===== src/hdl/dmps_pkg.sv =====
// Shared phase codes, register indexes, constants and types of the door motion sequencer.
`timescale 1ns / 1ps
`default_nettype none
package dmps_pkg;

	localparam int PHASE_W = 4;
	localparam int STEP_W  = 8;
	localparam int CFG_IDX_W = 3;

	localparam logic [PHASE_W-1:0] PH_REST       = 4'd0;
	localparam logic [PHASE_W-1:0] PH_OPEN_ACC   = 4'd1;
	localparam logic [PHASE_W-1:0] PH_OPEN_CON   = 4'd2;
	localparam logic [PHASE_W-1:0] PH_OPEN_DEC   = 4'd3;
	localparam logic [PHASE_W-1:0] PH_OPEN_ZERO  = 4'd4;
	localparam logic [PHASE_W-1:0] PH_STANDBY    = 4'd5;
	localparam logic [PHASE_W-1:0] PH_CLOSE_ACC  = 4'd6;
	localparam logic [PHASE_W-1:0] PH_CLOSE_CON  = 4'd7;
	localparam logic [PHASE_W-1:0] PH_CLOSE_DEC  = 4'd8;
	localparam logic [PHASE_W-1:0] PH_CLOSE_ZERO = 4'd9;
	localparam logic [PHASE_W-1:0] PH_EMERGENCY  = 4'd10;

	localparam logic [CFG_IDX_W-1:0] CFG_GAIN_HOLD       = 3'd0;
	localparam logic [CFG_IDX_W-1:0] CFG_GAIN_ACCELERATE = 3'd1;
	localparam logic [CFG_IDX_W-1:0] CFG_GAIN_CONSTANT   = 3'd2;
	localparam logic [CFG_IDX_W-1:0] CFG_GAIN_DECELERATE = 3'd3;
	localparam logic [CFG_IDX_W-1:0] CFG_GAIN_ZERO_HOLD  = 3'd4;
	localparam logic [CFG_IDX_W-1:0] CFG_GAIN_EMERGENCY  = 3'd5;
	localparam logic [CFG_IDX_W-1:0] CFG_EMERGENCY_POSE  = 3'd6;

	localparam logic [15:0]        GAIN_RESET = 16'd256;
	localparam logic signed [16:0] RAMP_STEP  = 17'sd614;
	localparam logic signed [16:0] TOLERANCE  = 17'sd205;
	localparam logic [STEP_W-1:0]  STEP_MAX   = 8'd255;

	typedef struct packed {
		logic [15:0]        gain;
		logic signed [16:0] err;
	} effort_req_t;

endpackage
`default_nettype wire


===== src/hdl/dmps_if.sv =====
// Handshake channels of the door motion sequencer: sample, result and register write.
`timescale 1ns / 1ps
`default_nettype none
interface dmps_sample_if;
	logic               valid;
	logic               ready;
	logic signed [15:0] pose_sample;
	logic signed [15:0] velocity_sample;
	logic               button_pressed;
	logic               obstacle_sensed;
	modport source (output valid, pose_sample, velocity_sample, button_pressed,
		obstacle_sensed, input ready);
	modport sink (input valid, pose_sample, velocity_sample, button_pressed,
		obstacle_sensed, output ready);
endinterface

interface dmps_result_if;
	logic               valid;
	logic               ready;
	logic signed [15:0] drive_effort;
	logic [3:0]         phase_code;
	logic signed [15:0] speed_target;
	modport source (output valid, drive_effort, phase_code, speed_target, input ready);
	modport sink (input valid, drive_effort, phase_code, speed_target, output ready);
endinterface

interface dmps_cfg_if;
	logic        valid;
	logic        ready;
	logic [2:0]  index;
	logic [15:0] data;
	modport source (output valid, index, data, input ready);
	modport sink (input valid, index, data, output ready);
endinterface
`default_nettype wire


===== src/hdl/dmps_effort.sv =====
// Proportional effort: gain times error, round half up, saturate to Q4.12.
`timescale 1ns / 1ps
`default_nettype none
module dmps_effort
	import dmps_pkg::*;
(
	input  effort_req_t        req,
	output logic signed [15:0] effort
);

	logic signed [33:0] prod;
	logic signed [33:0] rnd;
	logic signed [33:0] shr;

	always_comb begin
		prod = $signed({1'b0, req.gain}) * req.err;
		rnd  = prod + 34'sd128;
		shr  = rnd >>> 8;
		if (shr > 34'sd32767) begin
			effort = 16'sh7FFF;
		end else if (shr < -34'sd32768) begin
			effort = -16'sh8000;
		end else begin
			effort = shr[15:0];
		end
	end

endmodule
`default_nettype wire


===== src/hdl/door_motion_profile_sequencer.sv =====
// Top level of the door motion profile sequencer.
//
// Channels: sample carries one control tick (pose, velocity, button, obstacle);
// result returns one word per tick (drive effort, phase after the tick, speed
// target after the tick); cfg writes gains and the emergency pose, always ready.
// Path: an accepted sample is registered in the stage-one register, then in the
// result register, from which the word leaves.
// Throughput: one tick per cycle while result does not stall. The phase, step
// counter and target update at the accepting edge; the effort multiply sits in
// the second stage, between the stage-one register and the result register.
// Stall: with result stalled, the stage-one word and the result word are held
// and sample.ready drops only when both are full.
// Reset: phase rest, step count and target zero, all gains 256, emergency pose
// zero, no word in flight.
// Write registers only while no tick is in flight.
`timescale 1ns / 1ps
`default_nettype none
module door_motion_profile_sequencer
	import dmps_pkg::*;
#(
	parameter int ACCEL_STEPS     = 16,
	parameter int CONSTANT_STEPS  = 32,
	parameter int DECEL_STEPS     = 16,
	parameter int ZERO_HOLD_STEPS = 8
) (
	input wire logic       clk,
	input wire logic       arst_n,
	dmps_sample_if.sink    sample,
	dmps_result_if.source  result,
	dmps_cfg_if.sink       cfg
);

	localparam logic [STEP_W-1:0] ACC_LIM  = STEP_W'(ACCEL_STEPS);
	localparam logic [STEP_W-1:0] CON_LIM  = STEP_W'(CONSTANT_STEPS);
	localparam logic [STEP_W-1:0] DEC_LIM  = STEP_W'(DECEL_STEPS);
	localparam logic [STEP_W-1:0] ZERO_LIM = STEP_W'(ZERO_HOLD_STEPS);

	logic [15:0]        gain_hold_q, gain_acc_q, gain_con_q, gain_dec_q;
	logic [15:0]        gain_zero_q, gain_emg_q;
	logic signed [15:0] emg_pose_q;

	logic [PHASE_W-1:0] phase_q;
	logic [STEP_W-1:0]  step_q;
	logic signed [15:0] target_q;

	logic [PHASE_W-1:0] phase_n;
	logic [STEP_W-1:0]  step_n;
	logic signed [15:0] target_n;
	effort_req_t        req_n;

	logic               vld_s1;
	effort_req_t        req_s1;
	logic [PHASE_W-1:0] phase_s1;
	logic signed [15:0] target_s1;

	logic               vld_s2;
	logic signed [15:0] effort_s2;
	logic [PHASE_W-1:0] phase_s2;
	logic signed [15:0] target_s2;

	logic               adv_s2;
	logic               take;
	logic signed [15:0] effort_c;

	function automatic logic signed [15:0] sat_add(input logic signed [15:0] a,
		input logic signed [16:0] d);
		logic signed [16:0] s;
		s = 17'(a) + d;
		if (s > 17'sd32767) begin
			return 16'sh7FFF;
		end else if (s < -17'sd32768) begin
			return -16'sh8000;
		end
		return s[15:0];
	endfunction

	assign cfg.ready = 1'b1;

	always_ff @(posedge clk or negedge arst_n) begin
		if (!arst_n) begin
			gain_hold_q <= GAIN_RESET;
			gain_acc_q  <= GAIN_RESET;
			gain_con_q  <= GAIN_RESET;
			gain_dec_q  <= GAIN_RESET;
			gain_zero_q <= GAIN_RESET;
			gain_emg_q  <= GAIN_RESET;
			emg_pose_q  <= '0;
		end else if (cfg.valid) begin
			unique case (cfg.index)
				CFG_GAIN_HOLD:       gain_hold_q <= cfg.data;
				CFG_GAIN_ACCELERATE: gain_acc_q  <= cfg.data;
				CFG_GAIN_CONSTANT:   gain_con_q  <= cfg.data;
				CFG_GAIN_DECELERATE: gain_dec_q  <= cfg.data;
				CFG_GAIN_ZERO_HOLD:  gain_zero_q <= cfg.data;
				CFG_GAIN_EMERGENCY:  gain_emg_q  <= cfg.data;
				CFG_EMERGENCY_POSE:  emg_pose_q  <= $signed(cfg.data);
				default: begin
				end
			endcase
		end
	end

	assign adv_s2       = !vld_s2 || result.ready;
	assign sample.ready = !vld_s1 || adv_s2;
	assign take         = sample.valid && sample.ready;

	always_comb begin
		logic               closing;
		logic               emg;
		logic               open_dir;
		logic signed [15:0] up;
		logic signed [15:0] dn;
		logic signed [16:0] dp;
		logic signed [16:0] vel;
		logic [STEP_W-1:0]  bump;
		logic [15:0]        gain;

		closing  = (phase_q >= PH_CLOSE_ACC) && (phase_q <= PH_CLOSE_ZERO);
		open_dir = (phase_q <= PH_OPEN_ZERO);
		up       = sat_add(target_q, RAMP_STEP);
		dn       = sat_add(target_q, -RAMP_STEP);
		vel      = 17'(sample.velocity_sample);
		dp       = 17'(sample.pose_sample) - 17'(emg_pose_q);
		bump     = (step_q < STEP_MAX) ? step_q + 1'b1 : step_q;
		phase_n  = phase_q;
		step_n   = step_q;
		target_n = target_q;
		gain     = '0;
		emg      = 1'b0;

		if (closing && sample.obstacle_sensed) begin
			phase_n  = PH_EMERGENCY;
			target_n = '0;
			gain     = gain_emg_q;
			emg      = 1'b1;
		end else begin
			unique case (phase_q)
				PH_REST, PH_STANDBY: begin
					if (sample.button_pressed &&
						(phase_q == PH_REST || !sample.obstacle_sensed)) begin
						phase_n  = (phase_q == PH_REST) ? PH_OPEN_ACC : PH_CLOSE_ACC;
						target_n = (phase_q == PH_REST) ? up : dn;
						gain     = gain_acc_q;
						step_n   = '0;
					end else begin
						target_n = '0;
						gain     = gain_hold_q;
					end
				end
				PH_OPEN_ACC, PH_CLOSE_ACC: begin
					if (step_q >= ACC_LIM) begin
						phase_n = phase_q + 1'b1;
						gain    = gain_con_q;
						step_n  = '0;
					end else begin
						target_n = open_dir ? up : dn;
						gain     = gain_acc_q;
						step_n   = bump;
					end
				end
				PH_OPEN_CON, PH_CLOSE_CON: begin
					if (step_q >= CON_LIM) begin
						target_n = open_dir ? dn : up;
						phase_n  = phase_q + 1'b1;
						gain     = gain_dec_q;
						step_n   = '0;
					end else begin
						gain   = gain_con_q;
						step_n = bump;
					end
				end
				PH_OPEN_DEC, PH_CLOSE_DEC: begin
					if (step_q >= DEC_LIM) begin
						phase_n  = phase_q + 1'b1;
						target_n = '0;
						gain     = gain_zero_q;
						step_n   = '0;
					end else begin
						target_n = open_dir ? dn : up;
						gain     = gain_dec_q;
						step_n   = bump;
					end
				end
				PH_OPEN_ZERO, PH_CLOSE_ZERO: begin
					target_n = '0;
					if (step_q >= ZERO_LIM) begin
						phase_n = open_dir ? PH_STANDBY : PH_REST;
						gain    = gain_hold_q;
						step_n  = '0;
					end else begin
						gain   = gain_zero_q;
						step_n = bump;
					end
				end
				PH_EMERGENCY: begin
					if (dp >= -TOLERANCE && dp <= TOLERANCE &&
						vel >= -TOLERANCE && vel <= TOLERANCE) begin
						phase_n = PH_STANDBY;
					end else begin
						target_n = '0;
						gain     = gain_emg_q;
						emg      = 1'b1;
					end
				end
				default: begin
					phase_n  = PH_REST;
					target_n = '0;
					step_n   = '0;
				end
			endcase
		end

		req_n.gain = gain;
		req_n.err  = emg ? (17'(emg_pose_q) - 17'(sample.pose_sample))
			: (17'(target_n) - vel);
	end

	always_ff @(posedge clk or negedge arst_n) begin
		if (!arst_n) begin
			phase_q  <= PH_REST;
			step_q   <= '0;
			target_q <= '0;
		end else if (take) begin
			phase_q  <= phase_n;
			step_q   <= step_n;
			target_q <= target_n;
		end
	end

	always_ff @(posedge clk or negedge arst_n) begin
		if (!arst_n) begin
			vld_s1 <= 1'b0;
			vld_s2 <= 1'b0;
		end else begin
			if (sample.ready) begin
				vld_s1 <= sample.valid;
			end
			if (adv_s2) begin
				vld_s2 <= vld_s1;
			end
		end
	end

	always_ff @(posedge clk) begin
		if (take) begin
			req_s1    <= req_n;
			phase_s1  <= phase_n;
			target_s1 <= target_n;
		end
		if (adv_s2 && vld_s1) begin
			effort_s2 <= effort_c;
			phase_s2  <= phase_s1;
			target_s2 <= target_s1;
		end
	end

	dmps_effort u_effort (
		.req    (req_s1),
		.effort (effort_c)
	);

	assign result.valid        = vld_s2;
	assign result.drive_effort = effort_s2;
	assign result.phase_code   = phase_s2;
	assign result.speed_target = target_s2;

endmodule
`default_nettype wire


===== src/flat_wrapper.sv =====
// flat-port wrapper written by rule: the top's interface ports become plain ports
module door_motion_profile_sequencer_flat import dmps_pkg::*;
#(
	parameter int ACCEL_STEPS     = 16,
	parameter int CONSTANT_STEPS  = 32,
	parameter int DECEL_STEPS     = 16,
	parameter int ZERO_HOLD_STEPS = 8
)
  (clk, arst_n, sample_valid, sample_pose_sample, sample_velocity_sample, sample_button_pressed, sample_obstacle_sensed, sample_ready, result_valid, result_drive_effort, result_phase_code, result_speed_target, result_ready, cfg_valid, cfg_index, cfg_data, cfg_ready);
  dmps_sample_if sample_i ();
  dmps_result_if result_i ();
  dmps_cfg_if cfg_i ();
  input wire logic clk;
  input wire logic arst_n;
  input wire logic [$bits(sample_i.valid)-1:0] sample_valid;
  input wire logic [$bits(sample_i.pose_sample)-1:0] sample_pose_sample;
  input wire logic [$bits(sample_i.velocity_sample)-1:0] sample_velocity_sample;
  input wire logic [$bits(sample_i.button_pressed)-1:0] sample_button_pressed;
  input wire logic [$bits(sample_i.obstacle_sensed)-1:0] sample_obstacle_sensed;
  output wire logic [$bits(sample_i.ready)-1:0] sample_ready;
  output wire logic [$bits(result_i.valid)-1:0] result_valid;
  output wire logic [$bits(result_i.drive_effort)-1:0] result_drive_effort;
  output wire logic [$bits(result_i.phase_code)-1:0] result_phase_code;
  output wire logic [$bits(result_i.speed_target)-1:0] result_speed_target;
  input wire logic [$bits(result_i.ready)-1:0] result_ready;
  input wire logic [$bits(cfg_i.valid)-1:0] cfg_valid;
  input wire logic [$bits(cfg_i.index)-1:0] cfg_index;
  input wire logic [$bits(cfg_i.data)-1:0] cfg_data;
  output wire logic [$bits(cfg_i.ready)-1:0] cfg_ready;
  assign sample_i.valid = sample_valid;
  assign sample_i.pose_sample = sample_pose_sample;
  assign sample_i.velocity_sample = sample_velocity_sample;
  assign sample_i.button_pressed = sample_button_pressed;
  assign sample_i.obstacle_sensed = sample_obstacle_sensed;
  assign sample_ready = sample_i.ready;
  assign result_valid = result_i.valid;
  assign result_drive_effort = result_i.drive_effort;
  assign result_phase_code = result_i.phase_code;
  assign result_speed_target = result_i.speed_target;
  assign result_i.ready = result_ready;
  assign cfg_i.valid = cfg_valid;
  assign cfg_i.index = cfg_index;
  assign cfg_i.data = cfg_data;
  assign cfg_ready = cfg_i.ready;
  door_motion_profile_sequencer #(.ACCEL_STEPS(ACCEL_STEPS), .CONSTANT_STEPS(CONSTANT_STEPS), .DECEL_STEPS(DECEL_STEPS), .ZERO_HOLD_STEPS(ZERO_HOLD_STEPS)) u_core (.clk(clk), .arst_n(arst_n), .sample(sample_i), .result(result_i), .cfg(cfg_i));
endmodule

===== config.mk =====
export PLATFORM = sky130hd
export DESIGN_NAME = door_motion_profile_sequencer_flat
export DESIGN_NICKNAME = d
export VERILOG_FILES = /design/src/hdl/dmps_pkg.sv /design/src/hdl/dmps_if.sv /design/src/hdl/dmps_effort.sv /design/src/hdl/door_motion_profile_sequencer.sv /design/src/flat_wrapper.sv
export SDC_FILE = /design/constraint.sdc
export NUM_CORES = 1
export LEC_CHECK = 0
export BUFFER_PORTS_ARGS = -buffer_cell sky130_fd_sc_hd__buf_2
export CORE_UTILIZATION = 35
export DETAILED_ROUTE_END_ITERATION = 16
export GPL_TIMING_DRIVEN = 0
export HOLD_SLACK_MARGIN = 0.1
export RECOVER_POWER = 25
export SLEW_MARGIN = 5
export SYNTH_ARGS = -nofsm -noshare
export SYNTH_HDL_FRONTEND = slang
export SYNTH_SLANG_ARGS = --single-unit

===== constraint.sdc =====
create_clock -name clk -period 13.1 [get_ports clk]
set_clock_uncertainty 0.1 [all_clocks]
set_input_delay 1.31 -clock clk [delete_from_list [all_inputs] [get_ports clk]]
set_output_delay 1.31 -clock clk [all_outputs]
set_load 0.02 [all_outputs]

==> results.md <==
- H-tree lvl count: 1
- Starting Density: 35.5%
- CTS root buf: clkbuf_16
- Vias in the first global route: about 19,000
- Post-synthesis cell count: roughly 2,400
- R2r setup slk: 4.73 ns
- Ys async rst share: about three fifths
- Most frequent cells in the layout: inv_1 (355), nand2_1 (215), fa_1 (212)
- R2r worst-path depth: 23
- Commonest non-fill, non-tap cell in the layout: inv_1
- Rel. slew slack: -235%
- Share of layout cells above drive strength 1: a little over an eighth
- Max Fclk: approximately 120 MHz
- Via count: approximately 18,000
- Max FO, Critical Path: 10
- Max Cap Violations: 2
- First-pass DRT Iterations: 12
- Cell Area, Synth: approximately 23,000 um2
- Status: finished with violations
- Hold_sp: u_core.target_s1[2]
- Initial antenna violation count: 0
- Clk_lat worst skew: approximately 0.61 ns
- Crit path DAT: about 8.6 ns
- Layout filler cell count: ~6,500
- I/O pin count: 97
- Post-CTS Setup Bufs: 0
- Type of the worst min-delay path: reg -> reg
- Sequential area share after synthesis: a little over a quarter
- Vias/cell: about 5.3
- DIE AREA: between 60,000 and 70,000 um2
- Setup Viol. Count Final: 0
- Post-CTS resize count: 0
- EDFF count, synth: a little under 90
- Core area: around 66,000 um2
- Kind of critical path: reg -> reg
- Slew @ Worst Pin: 5.03 ns
- Worst setup startpoint: u_core.req_s1[16]
- First-pass GRT wire length: 109 mm
- Total Routing Usage GR: ~21%
- CTS sink cnt: around 230
- Worst EP required: between 10 and 15 ns
- Reg2Reg Launch Point: u_core.req_s1[16]
- Detail Placement HPWL: approximately 55 mm
- CTS tree: yes
- Synth Warn #: 0
- Failing checks: design-rule violations, max-capacitance violations, max-slew violations
- Rows: 94
- Die Wd: ~260 um
- Port bufs: just over 90
- GPL Wtd Cong: between 0.9 and 1
- Gr ovfl total: 0
- Post-route clock period utilization: 63.9%
- Cts bufs inserted: 28
- Avg Cell Area, Syn: slightly below 10 um2
- ANT nets after route: 0
- Post-synth top flop: dfrtp_1
- Hold path endpoint: u_core.result.speed_target[2]
- Unique masters post-synth: around 100
- WL final: between 60 and 70 mm
- Fin Setup TNS: 0 ns
- Iteration-0 DRC Markers: about 1,300
- Wire length per cell: between 15 and 20 um
- Clk buf depth: 3
- Final worst path period need: about 8.4 ns
- Drc violations: 12
- Reg-to-Reg End: u_core.result.drive_effort[3]
- WHS Path Cells: 0
- Area delta synth->final: 10.8%
- Final Max Tran Viols: around 150
- Largest net degree at the start of global routing: 95
- Worst setup EP type: flip-flop
- #FFs+latches synth: between 200 and 250
- Reg clk slew, reported paths: ~0.060 ns
- Syn nets: about 2,900
- CTS hold repair buffers: 0
- Critical Path Source Type: flip-flop
- Unrepaired setup endpoints after global routing: false
- Die Ht: between 200 and 300 um
- Final hold vios: 0
- Final #Nets: between 3,000 and 4,000
metal layers:
layer	track usage (%)	vias to the layer above	part of all wire, %
li1	-	8477	-
met1	26.8	9149	44
met2	34.9	515	47
met3	1.96	145	4.2
met4	8.58	0	4.7
met5	0	-	0
critical path: stages, from the launching register on:
cell,delay (ns)
edfxtp_1,0.71
clkbuf_1,0.40
nand2b_1,0.15
fa_1,0.53
fa_1,0.57
inv_1,0.06
fa_1,0.53
fa_1,0.53
fa_1,0.54
inv_1,0.05
fa_1,0.53
inv_1,0.04
ha_1,0.36
and4_4,0.21
and3_4,0.18
a211oi_1,0.38
o21ai_2,0.17
a21oi_1,0.42
nor4b_1,0.13
o22ai_1,0.25
nand3_1,0.17
o41ai_4,0.72
buf_6,0.26
o31ai_1,0.10
logic make-up (layout without fill, tap and decap cells):
group / after synthesis / after routing / share of synthesized area (%)
simple gates: 661 / 661 / 14.4
compound gates: 469 / 469 / 14.0
buf+inv: 463 / 610 / 7.71
fa+ha+maj: 393 / 393 / 27.8
flops: 231 / 231 / 26.6
mux: 141 / 141 / 6.67
xor+xnor: 72 / 72 / 2.73
other cells: 1 / 2 / 0.0160
state kept, by name, indices dropped and copies added (netlist names), 8 cells and up:
name	count
u_core.step_q	8
u_core.gain_emg_q	16
u_core.target_s1	16
u_core.gain_hold_q	16
u_core.req_s1	33
u_core.emg_pose_q	16
u_core.target_q	16
u_core.result.drive_effort	16
u_core.gain_dec_q	16
u_core.gain_acc_q	16
u_core.gain_con_q	16
u_core.gain_zero_q	16
u_core.result.speed_target	16
metrics by stage:
| step | instances | hold WS (ns) | utilization (%) | setup WS (ns) | instance area (um2) |
|---|---|---|---|---|---|
| 2_1_floorplan | 2431 | 0.300 | - | 6.19 | 23400 |
| 3_3_place_gp | 3388 | 0.304 | 37.8 | 4.74 | 25000 |
| 3_5_place_dp | 3390 | 0.305 | 37.9 | 4.56 | 25000 |
| 4_1_cts | 3442 | 0.319 | 39.4 | 4.59 | 26000 |
| 5_1_grt | 3442 | 0.325 | 39.3 | 4.24 | 25900 |
| 6_report | 3443 | 0.319 | 39.3 | 4.73 | 25900 |
worst max-delay path by stage:
stage	cells past startpoint	to	slack, ns
finish	23	u_core.result.drive_effort[3]	4.73
CTS	23	u_core.result.drive_effort[3]	4.59
global placement	23	u_core.result.drive_effort[0]	4.74
detailed placement	22	u_core.result.drive_effort[3]	4.56
floorplan	23	u_core.result.drive_effort[5]	6.19
global route	23	u_core.result.drive_effort[0]	4.24
layout make-up:
| cell class | count | area (um2) | share of cell area (%) |
|---|---|---|---|
| Multi-Input combinational cell | 1737 | 15400 | 59.3 |
| Sequential cell | 231 | 6230 | 24.0 |
| Inverter | 356 | 1340 | 5.15 |
| Tap cell | 864 | 1080 | 4.17 |
| Clock buffer | 33 | 729 | 2.81 |
| Timing Repair Buffer | 95 | 488 | 1.88 |
| Buffer | 107 | 473 | 1.82 |
| Clock inverter | 19 | 225 | 0.868 |
| Antenna cell | 1 | 2.50 | 0.00965 |
cell usage after synthesis, types with 27 or more instances:
master | instances | area [um2]
and2_1 | 153 | 957
a21oi_1 | 100 | 500
nor2_1 | 93 | 349
dfrtp_1 | 136 | 3400
o21ai_0 | 88 | 440
a21o_1 | 34 | 255
inv_1 | 355 | 1330
xnor2_1 | 47 | 412
fa_1 | 212 | 4240
ha_1 | 181 | 2260
edfxtp_1 | 89 | 2670
nor3_1 | 41 | 205
nand3_1 | 27 | 135
mux2_2 | 116 | 1310
clkbuf_1 | 82 | 308
nand2_1 | 215 | 807
Power is not shown: default switching activity piles up to over one toggle a cycle in this logic, so the estimate is an artifact.
